<file path="config.mk">
export PLATFORM = sky130hd
export DESIGN_NAME = quadrature_encoder_with_button
export DESIGN_NICKNAME = d
export VERILOG_FILES = /design/src/qeb_pkg.sv /design/src/quadrature_encoder_with_button.sv /design/src/qeb_button.sv
export VERILOG_INCLUDE_DIRS = /design/src /design/src/src
export SDC_FILE = /design/constraint.sdc
export NUM_CORES = 1
export LEC_CHECK = 0
export ABC_AREA = 1
export BUFFER_PORTS_ARGS = -buffer_cell sky130_fd_sc_hd__buf_2
export CAP_MARGIN = 20
export CELL_PAD_IN_SITES_DETAIL_PLACEMENT = 1
export CELL_PAD_IN_SITES_GLOBAL_PLACEMENT = 2
export CORE_AREA = 3 3 147 149
export CTS_CLUSTER_SIZE = 25
export DETAILED_ROUTE_END_ITERATION = 16
export DIE_AREA = 0 0 150 152
export GPL_ROUTABILITY_DRIVEN = 0
export GPL_TIMING_DRIVEN = 0
export PLACE_DENSITY_LB_ADDON = 0.15
export SYNTH_ARGS = -nofsm -noshare
export SYNTH_HDL_FRONTEND = slang
export SYNTH_SLANG_ARGS = --single-unit
</file>
<file path="constraint.sdc">
create_clock -name clk -period 5.5 [get_ports clk]
set_input_delay 0.55 -clock clk [delete_from_list [all_inputs] [get_ports clk]]
set_output_delay 0.55 -clock clk [all_outputs]
set_load 0.1 [all_outputs]
</file>
<file path="src/quadrature_encoder_with_button_defines.svh">
// Assertion macros shared by the encoder block.
`ifndef QUADRATURE_ENCODER_WITH_BUTTON_DEFINES_SVH
`define QUADRATURE_ENCODER_WITH_BUTTON_DEFINES_SVH

`ifndef SYNTH
// Check a property on every clock edge outside reset.
`define QEB_ASSERT(lbl, clk, rst_n, prop, msg) \
	lbl: assert property (@(posedge clk) disable iff (!rst_n) prop) else $error(msg);
// Check a property on every clock edge, reset included.
`define QEB_ASSERT_ALWAYS(lbl, clk, prop, msg) \
	lbl: assert property (@(posedge clk) prop) else $error(msg);
`else
`define QEB_ASSERT(lbl, clk, rst_n, prop, msg)
`define QEB_ASSERT_ALWAYS(lbl, clk, prop, msg)
`endif

`endif

</file>
<file path="src/qeb_pkg.sv">
package qeb_pkg;

	// width of the configuration registers
	localparam int CFG_W     = 24;
	localparam int CFG_IDX_W = 2;

	// configuration register indexes
	localparam logic [CFG_IDX_W-1:0] CFG_DEBOUNCE  = 2'd0;
	localparam logic [CFG_IDX_W-1:0] CFG_LONG_HOLD = 2'd1;

	// register values after reset
	localparam logic [CFG_W-1:0] DEBOUNCE_RESET  = 24'd50000;
	localparam logic [CFG_W-1:0] LONG_HOLD_RESET = 24'd1000000;

	typedef enum logic [1:0] {
		DIR_NONE = 2'd0,
		DIR_CW   = 2'd1,
		DIR_CCW  = 2'd2
	} dir_t;

	typedef struct packed {
		logic phase_a;
		logic phase_b;
		logic button_level;
		logic read_release;
	} sample_t;

	typedef struct packed {
		dir_t direction;
		logic pressed;
		logic held_long;
		logic released;
	} result_t;

	// button status for one tick, from the debouncer to the top level
	typedef struct packed {
		logic pressed;
		logic held_long;
		logic released;
	} button_status_t;

	// Gray sequence 00 -> 01 -> 11 -> 10 -> 00 is clockwise
	function automatic dir_t decode_step(logic [1:0] from, logic [1:0] to);
		logic [1:0] cw_next;
		logic [1:0] ccw_next;
		case (from)
			2'b00: begin
				cw_next  = 2'b01;
				ccw_next = 2'b10;
			end
			2'b01: begin
				cw_next  = 2'b11;
				ccw_next = 2'b00;
			end
			2'b10: begin
				cw_next  = 2'b00;
				ccw_next = 2'b11;
			end
			default: begin
				cw_next  = 2'b10;
				ccw_next = 2'b01;
			end
		endcase
		if (to == cw_next)
			return DIR_CW;
		else if (to == ccw_next)
			return DIR_CCW;
		else
			return DIR_NONE;
	endfunction

endpackage

</file>
<file path="src/quadrature_encoder_with_button.sv">
// A sample transfer reaches its result through the input stage and then the result stage.
// Throughput: one sample per cycle; the only stall comes from a stalled result with both
// the input stage and the result register full.
// Reset (arst_n low): phase history unprimed, button released, counters and release latch
// cleared, debounce_ticks = 50000 and long_hold_ticks = 1000000.
`include "quadrature_encoder_with_button_defines.svh"

module quadrature_encoder_with_button #(
	parameter int COUNT_WIDTH = 24
) (
	input  logic                          clk,
	input  logic                          arst_n,
	input  logic                          sample_valid,
	output logic                          sample_stall,
	input  qeb_pkg::sample_t              sample,
	output logic                          result_valid,
	input  logic                          result_stall,
	output qeb_pkg::result_t              result,
	input  logic                          cfg_valid,
	output logic                          cfg_ready,
	input  logic [qeb_pkg::CFG_IDX_W-1:0] cfg_index,
	input  logic [qeb_pkg::CFG_W-1:0]     cfg_data
);

	logic [qeb_pkg::CFG_W-1:0] debounce_q;
	logic [qeb_pkg::CFG_W-1:0] long_hold_q;

	qeb_pkg::sample_t          sample_s1;
	logic                      valid_s1;
	logic [1:0]                last_phase_q;
	logic                      primed_q;
	qeb_pkg::result_t          result_q;
	logic                      result_valid_q;

	logic                      out_load;
	logic                      step;
	logic [1:0]                phase;
	qeb_pkg::dir_t             direction;
	qeb_pkg::button_status_t   button;

	// configuration writes are always taken
	assign cfg_ready = 1'b1;

	always_ff @(posedge clk or negedge arst_n) begin
		if (!arst_n) begin
			debounce_q  <= qeb_pkg::DEBOUNCE_RESET;
			long_hold_q <= qeb_pkg::LONG_HOLD_RESET;
		end else if (cfg_valid) begin
			case (cfg_index)
				qeb_pkg::CFG_DEBOUNCE:  debounce_q  <= cfg_data;
				qeb_pkg::CFG_LONG_HOLD: long_hold_q <= cfg_data;
				default: ;
			endcase
		end
	end

	// the result register loads when empty or drained this cycle
	assign out_load     = !result_valid_q || !result_stall;
	assign step         = valid_s1 && out_load;
	assign sample_stall = valid_s1 && !out_load;

	// input stage: hold while the result side is blocked
	always_ff @(posedge clk or negedge arst_n) begin
		if (!arst_n)
			valid_s1 <= 1'b0;
		else if (!sample_stall)
			valid_s1 <= sample_valid;
	end

	always_ff @(posedge clk) begin
		if (sample_valid && !sample_stall)
			sample_s1 <= sample;
	end

	// decode the phase step against the last pair
	assign phase = {sample_s1.phase_a, sample_s1.phase_b};

	always_comb begin
		if (primed_q && (phase != last_phase_q))
			direction = qeb_pkg::decode_step(last_phase_q, phase);
		else
			direction = qeb_pkg::DIR_NONE;
	end

	always_ff @(posedge clk or negedge arst_n) begin
		if (!arst_n) begin
			last_phase_q <= 2'b00;
			primed_q     <= 1'b0;
		end else if (step) begin
			last_phase_q <= phase;
			primed_q     <= 1'b1;
		end
	end

	qeb_button #(
		.COUNT_WIDTH(COUNT_WIDTH)
	) u_button (
		.clk            (clk),
		.arst_n         (arst_n),
		.step           (step),
		.raw_pressed    (!sample_s1.button_level),
		.do_read        (sample_s1.read_release),
		.debounce_ticks (debounce_q),
		.long_hold_ticks(long_hold_q),
		.status         (button)
	);

	// result register
	always_ff @(posedge clk or negedge arst_n) begin
		if (!arst_n)
			result_valid_q <= 1'b0;
		else if (out_load)
			result_valid_q <= valid_s1;
	end

	always_ff @(posedge clk) begin
		if (step) begin
			result_q.direction <= direction;
			result_q.pressed   <= button.pressed;
			result_q.held_long <= button.held_long;
			result_q.released  <= button.released;
		end
	end

	assign result_valid = result_valid_q;
	assign result       = result_q;

	`QEB_ASSERT(a_s1_holds, clk, arst_n, valid_s1 && !out_load |=> valid_s1 && $stable(sample_s1), "input stage lost a blocked sample")
	`QEB_ASSERT(a_first_no_step, clk, arst_n, step && !primed_q |=> result.direction == qeb_pkg::DIR_NONE, "unprimed sample reported a step")
	`QEB_ASSERT(a_long_needs_press, clk, arst_n, result_valid && result.held_long |-> result.pressed, "long hold without press")
	`QEB_ASSERT_ALWAYS(a_reset_empty, clk, !arst_n |-> !result_valid && !valid_s1, "pipeline valid during reset")

endmodule

</file>
<file path="src/qeb_button.sv">
`include "quadrature_encoder_with_button_defines.svh"

module qeb_button #(
	parameter int COUNT_WIDTH = 24
) (
	input  logic                       clk,
	input  logic                       arst_n,
	input  logic                       step,
	input  logic                       raw_pressed,
	input  logic                       do_read,
	input  logic [qeb_pkg::CFG_W-1:0]  debounce_ticks,
	input  logic [qeb_pkg::CFG_W-1:0]  long_hold_ticks,
	output qeb_pkg::button_status_t    status
);

	localparam int CMP_W = (COUNT_WIDTH > qeb_pkg::CFG_W) ? COUNT_WIDTH : qeb_pkg::CFG_W;
	localparam logic [COUNT_WIDTH-1:0] CNT_MAX = {COUNT_WIDTH{1'b1}};

	logic                   button_q;
	logic [COUNT_WIDTH-1:0] disagree_q;
	logic [COUNT_WIDTH-1:0] hold_q;
	logic                   latch_q;

	logic                   button_n;
	logic [COUNT_WIDTH-1:0] disagree_n;
	logic [COUNT_WIDTH-1:0] hold_n;
	logic                   latch_n;

	logic                   disagree;
	logic                   take;
	logic                   latch_set;
	logic [COUNT_WIDTH-1:0] disagree_inc;
	logic [COUNT_WIDTH-1:0] hold_inc;

	// saturating counter steps; the hold count advances only while pressed
	assign disagree_inc = (disagree_q == CNT_MAX) ? disagree_q : disagree_q + COUNT_WIDTH'(1);
	assign hold_inc     = !button_q ? hold_q :
	                      (hold_q == CNT_MAX) ? hold_q : hold_q + COUNT_WIDTH'(1);

	// take the raw level once disagreement outlasts the debounce window
	assign disagree = raw_pressed != button_q;
	assign take     = disagree && (CMP_W'(disagree_inc) > CMP_W'(debounce_ticks));

	always_comb begin
		button_n   = take ? raw_pressed : button_q;
		disagree_n = (disagree && !take) ? disagree_inc : '0;
		hold_n     = take ? '0 : hold_inc;
		latch_set  = latch_q | (take & ~raw_pressed);
		latch_n    = do_read ? 1'b0 : latch_set;

		status.pressed   = button_n;
		status.held_long = button_n && (CMP_W'(hold_n) >= CMP_W'(long_hold_ticks));
		status.released  = do_read & latch_set;
	end

	// advance the button state once per tick
	always_ff @(posedge clk or negedge arst_n) begin
		if (!arst_n) begin
			button_q   <= 1'b0;
			disagree_q <= '0;
			hold_q     <= '0;
			latch_q    <= 1'b0;
		end else if (step) begin
			button_q   <= button_n;
			disagree_q <= disagree_n;
			hold_q     <= hold_n;
			latch_q    <= latch_n;
		end
	end

	`QEB_ASSERT(a_button_holds_idle, clk, arst_n, !step |=> $stable(button_q) && $stable(latch_q), "button state moved without a tick")
	`QEB_ASSERT(a_read_clears_latch, clk, arst_n, step && do_read |=> !latch_q, "release latch survived a read")
	`QEB_ASSERT(a_hold_zero_released, clk, arst_n, !button_q |-> hold_q == '0, "hold count running while released")

endmodule

</file>
# After elaboration in Yosys (flattened, before gate mapping)

Index checks and enable logic that the tools add are counted.

Word-level logic and storage cells: 68
Register bits: 112
Bits of input ports: 35

Magnitude comparators: 2
Mux-type cells: 13
Reductions and logical operators: 19
Bitwise gates (word level): 4
$add $sub $neg: 2
Equality and inequality tests: 9

Operator list:

| kind                                                 | count |
|---|---|
| two-way mux 24 bit                                   | 5 |
| adder 24 x 1 -> 24 bit (second input constant)       | 2 |
| equality test 24 bit (second input constant)         | 2 |
| greater-or-equal comparator 24 bit                   | 1 |
| greater-than comparator 24 bit                       | 1 |
| one-hot mux 2 bit (3 select lines)                   | 2 |
| logical AND 1 bit                                    | 7 |
| zero test 1 bit                                      | 6 |
| two-way mux 2 bit                                    | 3 |
| equality test 2 x 1 -> 1 bit (second input constant) | 2 |
| equality test 2 bit                                  | 2 |
| zero test 2 bit                                      | 2 |
| AND reduction 2 bit                                  | 2 |
| two-way mux 1 bit                                    | 3 |
| AND 1 bit                                            | 2 |
| equality test 2 bit (second input constant)          | 1 |
| inequality test 2 bit                                | 1 |
| OR reduction 2 bit                                   | 1 |
| logical OR 1 bit                                     | 1 |
| inequality test 1 bit                                | 1 |
| inverter 1 bit                                       | 1 |
| OR 1 bit                                             | 1 |

# Depth between registers and ports, before layout

Word-level depth: 7
Mapped depth: 31
Gate-level depth less buffers: 30

# Cells and area by module

From an unflattened synthesis, not the netlist that was laid out.

Cells, all modules: 1,099
Area total of the unflattened synthesis: 7,746.2 µm²

By module, submodules not included:

| module                         | cells an instance | area each (µm²) | instances |
|---|---|---|---|
| qeb_button                     | 866               | 5,321.4         | 1 |
| quadrature_encoder_with_button | 233               | 2,424.8         | 1 |

# Worst setup path before layout

Ideal clock, no wire load.

Path kind: register -> register
From: reg u_button.disagree_q[0]
To: reg result_q, in the netlist result[1], data pin
Cell stages (with the launch flop): 28
Data arrival time: 3.477 ns
Setup time: 0.252 ns
Buffers on the path: 1
Slack: 1.771 ns
Period minus slack after synthesis: 3.729 ns
Data required time: 5.248 ns
Cells stage by stage: dfrtp_1 ha_1 nand3_2 inv_2 nand2_2 nor2_4 or2_2 a21oi_1 inv_1 ha_1 nand2_1 nor2_1 nand4_1 nor2_1 nand2_1 nand3_2 nand3_4 buf_2 nand2_1 inv_1 ha_1 a21oi_1 o21ai_0 o21bai_1 nand2_1 nand3b_1 nor2_1 nor2_1

RTL lines:

| item                   | RTL line                             | RTL |
|---|---|---|
| from (decl)            | qeb_button.sv:20                     | `logic [COUNT_WIDTH-1:0] disagree_q;` |
| from (signal assigned) | qeb_button.sv:65                     | `disagree_q <= disagree_n;` |
| to (decl)              | quadrature_encoder_with_button.sv:32 | `qeb_pkg::result_t result_q;` |

==> impl_summary.md <==
Route
The count of nets left with antenna violations once routing finished came out at 0. After detailed routing, the total wire length is 23.5 mm. The number of DRC markers after the initial detailed-route iteration is 343. In the final routed layout, each cell accounts on average for 16.7 um. The via count is 6931. The routed metal-1 wirelength is 11.9 mm.

Using the TritonRoute via totals, the vias-per-cell ratio works out to 4.92. The met3 wirelength from detailed routing is 628 um. Summed over all nets, wire length on met2 after detailed routing comes to 10.8 mm.

Before antenna repair, the detailed router went through 4 iterations. The highest layer used for signal routing is met4. After detailed routing, the number of remaining DRC violations is 0.

Timing
The number of max-slew violations in the final report came to 0. The final clock skew is between 0.015 and 0.02 ns. The number of setup violations in the final report is 0.

The maximum clock rate is 199 MHz. Setup repair after global routing left no endpoint under its margin. For the pin with the worst max-slew slack, the measured transition is a little over 0.7 ns. The hold violation total from the final report is 0. The total negative setup slack is 0 ns. The worst path needs just over 5 ns of the cycle, external delays included. The final clock period utilization by the worst path is between 90% and 100%.

In this run the tightest slew margin relative to its limit is roughly 52%.

Yosys
The share of synthesized area in the top cell type comes to 29.4%. The number of nets in the synthesized netlist is 1167. In this run the cell area of the synthesized design comes to 7670 um^2. The number of synthesis warnings is 0. Counting flops with an async set or reset pin after synthesis yields a share of 92.0%. Sorting the synthesized cells by how often they occur yields sky130_fd_sc_hd__nand2_1 (334), sky130_fd_sc_hd__inv_1 (166), sky130_fd_sc_hd__dfrtp_1 (90).

Sequential elements use 37.3% of the synthesized area. The synthesized instance count is 1082. The most used flip-flop cell after synthesis is sky130_fd_sc_hd__dfrtp_1. Counting flops and latches in the post-synthesis netlist gives ~110. The synthesized design contains 9 enable-type register cells. The biggest area contributor in the post-synthesis netlist is sky130_fd_sc_hd__dfrtp_1.

The average instance area after synthesis is slightly above 7 um^2. The most numerous cell in the Yosys netlist is sky130_fd_sc_hd__nand2_1. By area the synthesized netlist is led by sky130_fd_sc_hd__dfrtp_1 (29%), sky130_fd_sc_hd__nand2_1 (16%), sky130_fd_sc_hd__ha_1 (8.2%), sky130_fd_sc_hd__inv_1 (8.1%), sky130_fd_sc_hd__nand3_1 (5.7%). The distinct cell type count of the synthesized netlist is 39.

Job
The max-cap check violation count is 0.

Setup path
In this run the worst path has a maximum fanout of 10. The logic depth of the worst register-to-register path is 28. The critical path is of the flip-flop to flip-flop type.

The most frequent cell on the critical path is sky130_fd_sc_hd__nand2_1. For the worst setup path, the data required time is 5.70 ns. The element type at the critical path start is a flip-flop. The worst setup path is captured at a flip-flop. The worst reg2reg path startpoint is u_button.disagree_q[0]. The data arrival time at the worst-slack endpoint is 5.23 ns. The start point of the critical path is u_button.disagree_q[0]. The critical path endpoint is result[1]. The library cell contributing the largest single delay on the critical path is sky130_fd_sc_hd__dfrtp_1. For this run, the slowest stage of the critical path takes 0.48 ns. The reg2reg setup slack is 0.47 ns. The worst reg2reg path endpoint is result[1].

Cells and area
Cells with a size suffix above 1 make up 11.7% of the layout. For this run, the post-layout net count is 1220. The multi-input combinational cell area is approximately 3900 um^2. The final core utilization is 42.2%. The register area is 2860 um^2.

The area growth from synthesis to layout is 11.8%. 0 antenna diodes ended up in the layout. The final cell count without fillers is 1410. Counting the fill cells in the layout gives 2657.

Placement
The number of buffer cells added on primary ports is 41. The placed wire-length estimate is 18.7 mm. The number of placed instances with taps included is ~1400.

Power and ir drop
The highest ir drop seen on vdd is roughly 0.17 mV. In this run the power density over the cells is 369 nW/um^2. The final total power is 3.17 mW. The static leakage is 4.50 nW.

GRT
Global routing consumed, over all layers together, 21.4% of the routing resources. For this run the aggregate overflow at the end of global routing stands at 0. The number of antenna violations at the first check in global routing is 0.

Entering global routing, the biggest net connects 55 pins. The via count of the first global-routing pass is ~7100. The first-pass GRT wire length is 38.4 mm.

Clock tree
Clock tree synthesis found a total of 112 sinks. Once the clock tree was built, the resizer swapped 0 gates to a different size. The later-pin clock latency in the skew report is ~0.37 ns.

The number of buffers created by CTS is 9. In this run the number of H-tree levels came out at 3. The TritonCTS clock tree is built. The post-CTS setup-driven buffer insertion count is 0.

The root buffer selected by CTS is sky130_fd_sc_hd__clkbuf_16. The count of hold buffers inserted by post-cts repair is 0. The longest clock path from root to sink contains 2 buffers. The post-CTS clock slew at the launch and capture registers of the worst setup and hold paths is 0.09 ns.

Outcome
The flow ran to the end, and the final reports show no timing, DRC or antenna violations.

Die
The width of the chip is 150 um. The total area inside the core boundary comes to 20300 um^2. The I/O pin count is 43. The full die area is about 23000 um^2. The number of placement rows is 52. The initial cell density of the core is 37.8%. The height of the chip is 152 um.

Worst hold path
The path class of the tightest hold or removal check is primary input to async pin.
worst max-delay path: cells and delay by family, from the launching register on:
family	cells	cell delay [ns]
and+or+nand+nor	18	2.18
adders and majority gates	3	0.97
DFF	1	0.48
buffers and inverters	5	0.51
AOI/OAI and AO/OA	2	0.72
layout by cell type, fill, tap and decap left out, drive strengths merged, types with 26 or more instances in the layout:
| master | count |
|---|---|
| o21ai | 84 |
| nand2 | 346 |
| buf | 61 |
| clkbuf | 26 |
| nand3 | 100 |
| nor2 | 78 |
| inv | 173 |
| ha | 50 |
| dfrtp | 90 |
area by class of cell:
| cell class | count | area share [%] |
|---|---|---|
| multi-input combinational | 756 | 46.1 |
| sequential | 112 | 33.4 |
| inverter | 179 | 7.84 |
| tap | 270 | 3.94 |
| clock buffer | 10 | 2.92 |
| timing repair buffer | 42 | 2.79 |
| buffer | 35 | 2.16 |
| clock inverter | 6 | 0.905 |
layer usage:
metal / track usage, % / up-vias
li1: - / 3486
met1: 31.7 / 3345
met2: 33.9 / 86
met3: 2.65 / 14
met4: 3.66 / 0
met5: 0 / -
how the worst min path moves through the flow:
stage | startpoint | endpoint | cells past startpoint
2_1_floorplan | arst_n | debounce_q[0] | 0
4_1_cts | arst_n | u_button.disagree_q[9] | 1
6_report | arst_n | u_button.disagree_q[9] | 1
3_5_place_dp | primed_q | primed_q | 1
5_1_grt | arst_n | u_button.disagree_q[8] | 1
3_3_place_gp | primed_q | primed_q | 1
sequential cells by signal, summed over array words and instances, names as in the netlist:
register and cells:
u_button.disagree_q 24, debounce_q 24, u_button.latch_q 1, primed_q 1, sample_s1 2, result_valid 1, result 5, phase 2
u_button.button_q 1, long_hold_q 24, u_button.hold_q 24, valid_s1 1, last_phase_q 2
logic make-up (layout without fill, tap and decap cells):
| logic type | Yosys count | count (layout) | synth area share (%) |
|---|---|---|---|
| flops | 112 | 112 | 37.3 |
| buf+inv | 214 | 272 | 11.2 |
| other cells | 1 | 1 | 0.0489 |
| xor+xnor | 30 | 30 | 3.43 |
| fa+ha+maj | 50 | 50 | 8.16 |
| simple gates | 561 | 561 | 32.2 |
| compound gates | 114 | 114 | 7.65 |
per-stage QoR:
step / hold slack (ns) / area [um^2] / setup WS, ns
final: 0.105 / 8570 / 0.471
after global routing: 0.134 / 8570 / 0.0672
after CTS: 0.123 / 8570 / 0.485
after detailed placement: 0.457 / 8250 / 0.546
after global placement: 0.464 / 8210 / 0.565
after floorplan: 0.254 / 7670 / 1.77
where the power goes:
part	switching (mW)	internal, mW	total (mW)
registers	0.148	0.989	1.14
clock network	0.372	0.354	0.725
logic	0.852	0.453	1.30
No activity file was read; power rests on OpenSTA's default activity.
